<file path="src/rtl/core/bdq_pkg.sv">
// ----------------------------------------------------------------------------
// bdq_pkg
// Shared request codes, status codes and controller/datapath interface types
// for the bounded deque.
// ----------------------------------------------------------------------------
package bdq_pkg;

    // request codes
    localparam logic [2:0] REQ_ADD_FRONT = 3'd0;
    localparam logic [2:0] REQ_DEL_FRONT = 3'd1;
    localparam logic [2:0] REQ_ADD_BACK  = 3'd2;
    localparam logic [2:0] REQ_DEL_BACK  = 3'd3;
    localparam logic [2:0] REQ_LIST      = 3'd4;

    // result status codes
    localparam logic [1:0] ST_OK    = 2'd0;
    localparam logic [1:0] ST_EMPTY = 2'd1;
    localparam logic [1:0] ST_FULL  = 2'd2;

    // datapath operation: ring pointer update and store access
    typedef enum logic [2:0] {
        OP_NONE,
        OP_ADD_FRONT,
        OP_ADD_BACK,
        OP_DEL_FRONT,
        OP_DEL_BACK,
        OP_LIST_START,
        OP_LIST_NEXT
    } t_op;

    // controller to datapath
    typedef struct packed {
        t_op        op;
        logic       out_load;   // capture result word
        logic       out_ram;    // result value from store, else zero
        logic [1:0] out_status;
        logic       out_last;
    } t_dp_cmd;

    // datapath to controller
    typedef struct packed {
        logic empty;
        logic full;
        logic list_last;        // current list offset is the back entry
    } t_dp_stat;

endpackage

</file>
<file path="src/rtl/core/bdq_ram.sv">
// ----------------------------------------------------------------------------
// bdq_ram
// Generic single-clock RAM, one write port and one read port, registered read.
// ----------------------------------------------------------------------------
module bdq_ram #(
    parameter int WIDTH = 32,
    parameter int DEPTH = 64
) (
    input  logic                     i_clk,
    input  logic                     i_we,
    input  logic [$clog2(DEPTH)-1:0] i_waddr,
    input  logic [WIDTH-1:0]         i_wdata,
    input  logic                     i_re,
    input  logic [$clog2(DEPTH)-1:0] i_raddr,
    output logic [WIDTH-1:0]         o_rdata
);

    logic [WIDTH-1:0] r_mem [DEPTH];
    logic [WIDTH-1:0] r_rdata;

    // write port
    always_ff @(posedge i_clk) begin
        if (i_we) begin
            r_mem[i_waddr] <= i_wdata;
        end
    end

    // registered read port
    always_ff @(posedge i_clk) begin
        if (i_re) begin
            r_rdata <= r_mem[i_raddr];
        end
    end

    assign o_rdata = r_rdata;

endmodule

</file>
<file path="src/rtl/core/bdq_dp.sv">
// ----------------------------------------------------------------------------
// bdq_dp
// Deque datapath: ring store, front index, entry count, list offset and the
// result word register.
// ----------------------------------------------------------------------------
module bdq_dp
    import bdq_pkg::*;
#(
    parameter int DEPTH = 64
) (
    input  logic               i_clk,
    input  logic               i_rst_n,
    input  t_dp_cmd            i_cmd,
    input  logic signed [31:0] i_value_in,
    output t_dp_stat           o_stat,
    output logic signed [31:0] o_value_out,
    output logic [1:0]         o_status,
    output logic               o_last
);

    localparam int AW = $clog2(DEPTH);
    localparam int CW = $clog2(DEPTH + 1);
    localparam int SW = CW + 1;

    logic [AW-1:0] r_front, n_front;
    logic [CW-1:0] r_count, n_count;
    logic [CW-1:0] r_idx, n_idx;

    logic               r_value_last;
    logic signed [31:0] r_value_out;
    logic [1:0]         r_status;

    logic          we, re;
    logic [AW-1:0] waddr, raddr;
    logic [31:0]   rdata;
    logic [AW-1:0] front_dec;
    logic [CW-1:0] idx_inc;

    // ring slot at an offset from the front; sum stays below twice the depth
    function automatic logic [AW-1:0] slot_at(input logic [AW-1:0] front,
                                              input logic [CW-1:0] offset);
        logic [SW-1:0] sum;
        sum = SW'(front) + SW'(offset);
        if (sum >= SW'(DEPTH)) begin
            sum = sum - SW'(DEPTH);
        end
        return sum[AW-1:0];
    endfunction

    assign front_dec = (r_front == '0) ? AW'(DEPTH - 1) : r_front - AW'(1);
    assign idx_inc   = r_idx + CW'(1);

    // pointer update and store access per operation
    always_comb begin
        n_front = r_front;
        n_count = r_count;
        n_idx   = r_idx;
        we      = 1'b0;
        re      = 1'b0;
        waddr   = r_front;
        raddr   = r_front;
        case (i_cmd.op)
            OP_ADD_FRONT: begin
                we      = 1'b1;
                waddr   = front_dec;
                n_front = front_dec;
                n_count = r_count + CW'(1);
            end
            OP_ADD_BACK: begin
                we      = 1'b1;
                waddr   = slot_at(r_front, r_count);
                n_count = r_count + CW'(1);
            end
            OP_DEL_FRONT: begin
                re      = 1'b1;
                raddr   = r_front;
                n_front = slot_at(r_front, CW'(1));
                n_count = r_count - CW'(1);
            end
            OP_DEL_BACK: begin
                re      = 1'b1;
                raddr   = slot_at(r_front, r_count - CW'(1));
                n_count = r_count - CW'(1);
            end
            OP_LIST_START: begin
                re    = 1'b1;
                raddr = r_front;
                n_idx = '0;
            end
            OP_LIST_NEXT: begin
                re    = 1'b1;
                raddr = slot_at(r_front, idx_inc);
                n_idx = idx_inc;
            end
            default: begin
            end
        endcase
    end

    always_ff @(posedge i_clk) begin
        if (!i_rst_n) begin
            r_front <= '0;
            r_count <= '0;
            r_idx   <= '0;
        end else begin
            r_front <= n_front;
            r_count <= n_count;
            r_idx   <= n_idx;
        end
    end

    bdq_ram #(
        .WIDTH (32),
        .DEPTH (DEPTH)
    ) u_ram (
        .i_clk   (i_clk),
        .i_we    (we),
        .i_waddr (waddr),
        .i_wdata (i_value_in),
        .i_re    (re),
        .i_raddr (raddr),
        .o_rdata (rdata)
    );

    // result word register
    always_ff @(posedge i_clk) begin
        if (i_cmd.out_load) begin
            r_value_out  <= i_cmd.out_ram ? signed'(rdata) : 32'sd0;
            r_status     <= i_cmd.out_status;
            r_value_last <= i_cmd.out_last;
        end
    end

    assign o_stat.empty     = (r_count == '0);
    assign o_stat.full      = (r_count == CW'(DEPTH));
    assign o_stat.list_last = (idx_inc == r_count);

    assign o_value_out = r_value_out;
    assign o_status    = r_status;
    assign o_last      = r_value_last;

endmodule

</file>
<file path="src/rtl/core/bdq_ctrl.sv">
// ----------------------------------------------------------------------------
// bdq_ctrl
// Deque controller: request decode, store read wait and result handshake.
// ----------------------------------------------------------------------------
module bdq_ctrl
    import bdq_pkg::*;
(
    input  logic       i_clk,
    input  logic       i_rst_n,
    input  logic       i_in_valid,
    output logic       o_in_stall,
    input  logic [2:0] i_req_type,
    output logic       o_out_valid,
    input  logic       i_out_stall,
    input  t_dp_stat   i_stat,
    output t_dp_cmd    o_cmd
);

    typedef enum logic [2:0] {
        S_IDLE = 3'b001,
        S_READ = 3'b010,
        S_OUT  = 3'b100
    } t_state;

    t_state r_state, n_state;
    logic   r_is_list, n_is_list;

    always_comb begin
        n_state   = r_state;
        n_is_list = r_is_list;
        o_cmd     = '{op: OP_NONE, out_load: 1'b0, out_ram: 1'b0,
                      out_status: ST_OK, out_last: 1'b1};
        case (r_state)
            // take a request word and decode it
            S_IDLE: begin
                if (i_in_valid) begin
                    case (i_req_type) inside
                        REQ_ADD_FRONT, REQ_ADD_BACK: begin
                            o_cmd.out_load = 1'b1;
                            n_state        = S_OUT;
                            if (i_stat.full) begin
                                o_cmd.out_status = ST_FULL;
                            end else begin
                                o_cmd.op = (i_req_type == REQ_ADD_FRONT) ?
                                           OP_ADD_FRONT : OP_ADD_BACK;
                            end
                        end
                        REQ_DEL_FRONT, REQ_DEL_BACK, REQ_LIST: begin
                            if (i_stat.empty) begin
                                o_cmd.out_load   = 1'b1;
                                o_cmd.out_status = ST_EMPTY;
                                n_state          = S_OUT;
                            end else begin
                                n_state   = S_READ;
                                n_is_list = (i_req_type == REQ_LIST);
                                case (i_req_type)
                                    REQ_DEL_FRONT: o_cmd.op = OP_DEL_FRONT;
                                    REQ_DEL_BACK:  o_cmd.op = OP_DEL_BACK;
                                    default:       o_cmd.op = OP_LIST_START;
                                endcase
                            end
                        end
                        default: begin
                        end
                    endcase
                end
            end
            // store data is ready: capture it as the result word
            S_READ: begin
                o_cmd.out_load = 1'b1;
                o_cmd.out_ram  = 1'b1;
                o_cmd.out_last = r_is_list ? i_stat.list_last : 1'b1;
                n_state        = S_OUT;
            end
            // hold the result until taken; lists step to the next entry
            S_OUT: begin
                if (!i_out_stall) begin
                    if (r_is_list && !i_stat.list_last) begin
                        o_cmd.op = OP_LIST_NEXT;
                        n_state  = S_READ;
                    end else begin
                        n_state   = S_IDLE;
                        n_is_list = 1'b0;
                    end
                end
            end
            default: begin
                n_state = S_IDLE;
            end
        endcase
    end

    always_ff @(posedge i_clk) begin
        if (!i_rst_n) begin
            r_state   <= S_IDLE;
            r_is_list <= 1'b0;
        end else begin
            r_state   <= n_state;
            r_is_list <= n_is_list;
        end
    end

    assign o_in_stall  = (r_state != S_IDLE);
    assign o_out_valid = (r_state == S_OUT);

endmodule

</file>
<file path="src/rtl/core/bounded_deque.sv">
// ----------------------------------------------------------------------------
// bounded_deque
// Double-ended queue of up to DEPTH signed 32-bit words in a ring store.
//
// Input channel (i_in_valid / o_in_stall): a request word carries a request
// type (add front, remove front, add back, remove back, list all) and a value
// used by adds. Unused request codes are taken and dropped without a result.
// Output channel (o_out_valid / i_out_stall): each result word carries a
// value, a status (ok, empty, full) and a last flag on the final word of a
// request.
// One request at a time. An add gives its result the cycle after it is taken
// and the next request is taken the cycle after the result leaves. A remove
// first passes through a state that waits on the registered store read port.
// A list makes one store read and gives one result word per entry. Refused
// and empty requests answer like an add.
// While the receiver stalls, the result word holds and no request is taken.
// Reset (synchronous) empties the deque; store contents need no clearing.
// ----------------------------------------------------------------------------
module bounded_deque
    import bdq_pkg::*;
#(
    parameter int DEPTH = 64
) (
    input  logic               i_clk,
    input  logic               i_rst_n,
    input  logic               i_in_valid,
    output logic               o_in_stall,
    input  logic [2:0]         i_req_type,
    input  logic signed [31:0] i_value_in,
    output logic               o_out_valid,
    input  logic               i_out_stall,
    output logic signed [31:0] o_value_out,
    output logic [1:0]         o_status,
    output logic               o_last
);

    t_dp_cmd  cmd;
    t_dp_stat stat;

    bdq_ctrl u_ctrl (
        .i_clk       (i_clk),
        .i_rst_n     (i_rst_n),
        .i_in_valid  (i_in_valid),
        .o_in_stall  (o_in_stall),
        .i_req_type  (i_req_type),
        .o_out_valid (o_out_valid),
        .i_out_stall (i_out_stall),
        .i_stat      (stat),
        .o_cmd       (cmd)
    );

    bdq_dp #(
        .DEPTH (DEPTH)
    ) u_dp (
        .i_clk       (i_clk),
        .i_rst_n     (i_rst_n),
        .i_cmd       (cmd),
        .i_value_in  (i_value_in),
        .o_stat      (stat),
        .o_value_out (o_value_out),
        .o_status    (o_status),
        .o_last      (o_last)
    );

`ifndef SYNTHESIS
    // no request is taken while a result word is pending
    a_no_take_while_out: assert property (@(posedge i_clk) disable iff (!i_rst_n)
        (i_in_valid && !o_in_stall) |-> !o_out_valid)
        else $error("request taken while result pending");

    // an add always answers in the next cycle
    a_add_answers: assert property (@(posedge i_clk) disable iff (!i_rst_n)
        (i_in_valid && !o_in_stall &&
         (i_req_type == REQ_ADD_FRONT || i_req_type == REQ_ADD_BACK))
        |=> (o_out_valid && o_last && o_value_out == 32'sd0))
        else $error("add result missing or malformed");

    // refused and empty results are single zero words
    a_status_zero: assert property (@(posedge i_clk) disable iff (!i_rst_n)
        (o_out_valid && (o_status == ST_FULL || o_status == ST_EMPTY))
        |-> (o_last && o_value_out == 32'sd0))
        else $error("full or empty result not a single zero word");
`endif

endmodule

</file>
<file path="config.mk">
export PLATFORM = sky130hd
export DESIGN_NAME = bounded_deque
export DESIGN_NICKNAME = d
export VERILOG_FILES = /design/src/rtl/core/bdq_pkg.sv /design/src/rtl/core/bdq_ram.sv /design/src/rtl/core/bdq_dp.sv /design/src/rtl/core/bdq_ctrl.sv /design/src/rtl/core/bounded_deque.sv
export SDC_FILE = /design/constraint.sdc
export NUM_CORES = 2
export LEC_CHECK = 0
export ABC_CLOCK_PERIOD_IN_PS = 12800
export BUFFER_PORTS_ARGS = -buffer_cell sky130_fd_sc_hd__buf_2
export CORE_MARGIN = 10
export CORE_UTILIZATION = 23
export CTS_CLUSTER_SIZE = 20
export DETAILED_ROUTE_END_ITERATION = 8
export SKIP_CTS_REPAIR_TIMING = 1
export SLEW_MARGIN = 25
export SYNTH_ARGS = -nofsm -noshare
export SYNTH_HDL_FRONTEND = slang
export SYNTH_SLANG_ARGS = --single-unit
</file>
<file path="constraint.sdc">
create_clock -name i_clk -period 12.8 [get_ports i_clk]
set_input_delay 2.56 -clock i_clk [delete_from_list [all_inputs] [get_ports i_clk]]
set_output_delay 2.56 -clock i_clk [all_outputs]
set_load 0.005 [all_outputs]
</file>
## Word level (Yosys, flattened, before mapping)

Memories as Yosys holds them, arrays and structs flattened. A register that Yosys moved wholly into a read port is not among the register bits.
Cells that the tools add are included.

- $add $sub $neg: 12
- Order comparisons: 4
- Equality and inequality tests: 23
- Multiplexer cells: 45
- Reduce and logical (&&, ||, !) cells: 18

Operator list:

| cell | number |
|---|---|
| $pmux W6 S2 | 3 |
| $mux W6 | 5 |
| $sub A6 B1 Y6 const B | 5 |
| $pmux W7 S2 | 2 |
| $mux W3 | 9 |
| $add A6 B7 Y8 | 3 |
| $ge A8 B7 Y1 const B | 3 |
| $eq A3 B2 Y1 const B | 5 |
| $eq A3 B3 Y1 const B | 5 |
| $add A7 B1 Y7 const B | 2 |
| $mux W1 | 14 |
| $mux W4 | 3 |
| $ne A2 B2 Y1 const B | 6 |
| $pmux W3 S2 | 2 |
| $eq A3 B1 Y1 const B | 3 |
| $pmux W3 S3 | 1 |
| $mux W2 | 4 |
| $reduce_bool A2 Y1 | 4 |
| $add A6 B1 Y7 const B | 1 |
| $eq A7 B7 Y1 | 1 |
| $eq A7 B7 Y1 const B | 1 |
| $ge A7 B7 Y1 const B | 1 |
| $logic_not A7 Y1 | 1 |
| $reduce_and A7 Y1 | 1 |
| 13 further kinds | 17 |

- Register bits after elaboration: 59
- Memory bits (writable): 2,048
- Logic and storage cells: 111
- Memories: 1

Memory list:

| memory | words | width | rd ports | clocked after memory_dff | write ports | RTL line | RTL |
|---|---|---|---|---|---|---|---|
| u_dp.u_ram.r_mem | 64 | 32 | 1 | 1 | 1 | bdq_ram.sv:18 | `logic [WIDTH-1:0] r_mem [DEPTH];` |

## Depth between registers and ports, before layout

- Word-level depth: 12
- Depth in mapped cells: 24

## Cells and area by module

From an unflattened synthesis, not the netlist that was laid out.

- Cell total of the unflattened synthesis: 3,750
- Area total of the unflattened synthesis: 82,680.5 um^2

By module, submodules not included:

| module | instances | cells each | area each (um^2) |
|---|---|---|---|
| bdq_ram | 1 | 3,324 | 78,835.6 |
| bdq_dp | 1 | 375 | 3,472.1 |
| bdq_ctrl | 1 | 51 | 372.9 |

## Worst setup path before layout

No wires, ideal clock.

- Path type: input-to-reg
- Start: in i_out_stall
- End: reg u_dp.u_ram.r_rdata[30], in the netlist u_dp.u_ram.o_rdata[30], read port of u_dp.u_ram.r_mem (data pin)
- Arrival: 6,400 ps
- Data required time: 12,528 ps
- Setup slack: 6,128 ps
- Cell stages on the path: 17
- Buffers on the path: 2
- Path through: nor2b_1 and2_1 o31a_1 buf_6 clkbuf_1 a21oi_1 ha_1 fa_1 xnor2_1 and3_1 o21ai_0 o311ai_2 mux2_2 o22ai_1 a2111o_1 o221ai_1 or4_1

- Cells in the longest elaborated chain, start to end: 5
- Elaborated cells between the ends (all ways): 9
- Those cells by class: eq/ne: 4; mux: 4; reduce/logical: 1

Ends and longest elaborated chain:

| what | RTL line | RTL |
|---|---|---|
| from (decl) | bounded_deque.sv:31 | `input logic i_out_stall,` |
| $mux W3 (*) | bdq_ctrl.sv:77 | `if (!i_out_stall) begin` |
| $pmux W3 S2 (*) | bdq_ctrl.sv:33 | `case (r_state)` |
| $eq A3 B3 Y1 / $eq A3 B2 Y1 (equally long branches) | bdq_dp.sv:62 | `case (i_cmd.op)` |
| $reduce_or A4 Y1 (no line) | -- |  |
| $mux W1 | bdq_dp.sv:62 |  |
| to (decl) | bdq_ram.sv:19 | `logic [WIDTH-1:0] r_rdata;` |

Every way passes the cells marked *; elsewhere a longest branch is shown, timed or not.
A chain may end at the register's enable or synchronous reset.

## Worst setup path after layout

- Start: in i_out_stall
- End: reg u_dp.u_ram.r_rdata[8], in the netlist u_dp.u_ram.o_rdata[8], read port of u_dp.u_ram.r_mem (data pin)

Same word-level chain as after synthesis.

==> flow_metrics.tcl <==
set metrics [dict create \
    drt_iter0_markers 6359 \
    crit_arrival_ns 8.73 \
    drt_first_pass_iters 8 \
    postRouteAntennaNets 0 \
    synth_fp_nets 5767 \
    die_area_um2 392000 \
    synth_top_cells_by_area "edfxtp_1 (75%), nand2_1 (5.8%), mux2i_1 (4.9%)" \
    p_leak_nw 31.2 \
    clk_path_buf_depth 3 \
    yosysTopAreaCell "edfxtp_1" \
    finalWeightedCongestion 0.781 \
    worstSkewPairLatency_ns 0.87 \
    fin_area_um2 97600 \
    initial_core_util_pct 23.1 \
    grt_max_degree 190 \
    worst-path-max-fanout 60 \
    p_per_area_nw_per_um2 162 \
    io_buffers 75 \
    cp_data_required_time_ns 13.50 \
    cts.clk_slew.worst_paths_ns 0.07 \
    ys_ff_latch 2139 \
    dr_total_vias 50828 \
    layout_commonest_cell "edfxtp_1" \
    cts-buffers-inserted 205 \
    final_hold_viol_count 0 \
    cap_viol_max_count 0 \
    netlist_instances 5710 \
    yosys.cell_types.count 67 \
    finalSetupViolations 0 \
    finalMaxSlewViolations 0 \
    rows 222 \
    overflow 0 \
    syn_area_um2 84500 \
    cts_tree "done" \
    die_x_um 626 \
    utilization_pct 26.7 \
    io_pins 76 \
    ir_drop_v 0.000143 \
    crit_type "in -> reg" \
    timing.fmax_mhz 125 \
    synthArstFlopShare_pct 0 \
    yosysWarnings 0 \
    fillCellCount 36680 \
    root_buffer "clkbuf_16" \
    grt_usage_pct 12.1 \
    avgSynthCellArea_um2 14.8 \
    status "complete, no violations" \
    finalCritPeriodShare_pct 62.7 \
    place_area_um2 91000 \
    pre_cts_ws_ns 3.66 \
    htree_levels 4 \
    area_delta_synth_final_pct 15.4 \
    grt_pass1_wl_um 353000 \
    synth-seq-area-share_pct 75.7 \
    skew_ns 0.0318 \
    synthFlopType "edfxtp_1" \
    dp_hpwl_um 125000 \
    core_area_um2 366000 \
    routed_wl_um 249000 \
    antenna_found_initial 34 \
    synth-edff-count 2115 \
    fin_tns_setup_ns 0 \
    rsz0062_at_grt "no" \
    yosysTopAreaCellShare_pct 75.1 \
    grt_pass1_vias 48840 \
    min_path_type "reg -> reg" \
    layout_setup_ws_ns 4.77 \
    route.detailed.drc 0 \
    nets 5792 \
    max-slew-margin-rel_pct 7.35 \
    worst_pin_slew_ns 1.39 \
    vias_per_cell 4.72 \
    layout_min_cycle_time_ns 8.03 \
    die_h_um 626 \
    startpoint_type "primary input" \
    final_cell_mix "edfxtp_1 (2115), nand2_1 (1292), mux2i_1 (410)" \
    crit_path_end_kind "flip-flop" \
    drive_above_1_share_pct 9.86 \
    wl_per_cell_um 23.2 \
    cts_sinks 2139 \
]
stage by stage:
stage | power [W] | cells | hold WS [ns]
3_3_place_gp | 0.0101 | 10343 | 0.538
3_5_place_dp | 0.0101 | 10344 | 0.556
6_report | 0.0158 | 10758 | 0.586
2_1_floorplan | 0.00924 | 5710 | 0.497
5_1_grt | 0.0163 | 10750 | 0.596
4_1_cts | 0.0159 | 10720 | 0.570
worst max-delay path: stages:
cell and delay, ns:
buf_2 0.13, nor2b_1 0.36, and2_1 0.30, o31a_2 0.58
a21oi_1 0.17, ha_1 0.24, fa_1 0.68, and3_1 0.23
o21ai_0 0.17, o211ai_1 0.19, buf_4 0.74, buf_4 0.77
nand2_1 0.12, a32o_1 0.28, o32ai_1 0.87, nand4bb_1 0.23
worst paths after layout:
| kind | cells after the start | from | slack [ns] | to |
|---|---|---|---|---|
| worst min register to register | 1 | u_dp.u_ram.o_rdata[0] | 0.59 | u_dp.o_value_out[0] |
| worst max-delay path | 16 | i_out_stall | 4.77 | u_dp.u_ram.o_rdata[8] |
| worst min-delay path | 1 | u_dp.u_ram.o_rdata[0] | 0.59 | u_dp.o_value_out[0] |
| worst max register to register | 18 | u_dp.r_idx[0] | 5.25 | u_dp.u_ram.o_rdata[8] |
power by group:
| group | switching [W] | internal (W) | total (W) |
|---|---|---|---|
| clock network | 0.00262 | 0.00320 | 0.00582 |
| logic | 0.00154 | 0.000617 | 0.00216 |
| registers | 0.0000568 | 0.00779 | 0.00785 |
| total | 0.00421 | 0.0116 | 0.0158 |
layout make-up:
| cell class | count | area, um^2 | area share [%] |
|---|---|---|---|
| Clock inverter | 126 | 1120 | 1.15 |
| Multi-Input combinational cell | 3182 | 19500 | 20.0 |
| Inverter | 13 | 48.8 | 0.0500 |
| Clock buffer | 250 | 5300 | 5.43 |
| Sequential cell | 2139 | 64000 | 65.6 |
| Antenna cell | 38 | 95.1 | 0.0974 |
| Tap cell | 4816 | 6030 | 6.17 |
| Timing Repair Buffer | 194 | 1490 | 1.53 |
cells by family (layout without fill, tap and decap cells):
| kind of cell | count (synthesis) | count (layout) | share of synthesized area [%] |
|---|---|---|---|
| DFF | 2139 | 2139 | 75.7 |
| xor gates and xnor gates | 37 | 37 | 0.383 |
| AOI/OAI and AO/OA | 685 | 685 | 6.14 |
| and+or+nand+nor | 2029 | 2029 | 10.6 |
| buffers and inverters | 389 | 583 | 1.98 |
| adders and majority gates | 18 | 18 | 0.284 |
| muxes | 413 | 413 | 4.89 |
| other | 0 | 38 | 0 |
cell usage after synthesis, types with 69 or more instances:
| library cell | n |
|---|---|
| a32oi_1 | 186 |
| a31oi_1 | 69 |
| nand2_1 | 1298 |
| mux2i_1 | 411 |
| edfxtp_1 | 2115 |
| o21ai_0 | 93 |
| and3_1 | 69 |
| a21oi_1 | 94 |
| clkbuf_1 | 224 |
| buf_2 | 98 |
| nand4_1 | 129 |
| nand3_1 | 284 |
| nor2_1 | 115 |
metal layers:
| layer | routed length, um | vias up | global-route usage [%] |
|---|---|---|---|
| li1 | - | 21963 | - |
| met1 | 100000 | 25991 | 15.6 |
| met2 | 117000 | 2431 | 19.8 |
| met3 | 21700 | 421 | 2.57 |
| met4 | 10100 | 22 | 5.23 |
| met5 | 142 | - | 0 |
registers in the layout (all words and copies together) (netlist names):
| register | flops |
|---|---|
| u_ctrl.r_is_list | 1 |
| u_ctrl.r_state | 3 |
| u_dp.o_last | 1 |
| u_dp.o_status | 2 |
| u_dp.o_value_out | 32 |
| u_dp.r_count | 7 |
| u_dp.r_front | 6 |
| u_dp.r_idx | 7 |
| u_dp.u_ram.o_rdata | 32 |
| u_dp.u_ram.r_mem | 2048 |
No activity file was read; power rests on OpenSTA's default activity.
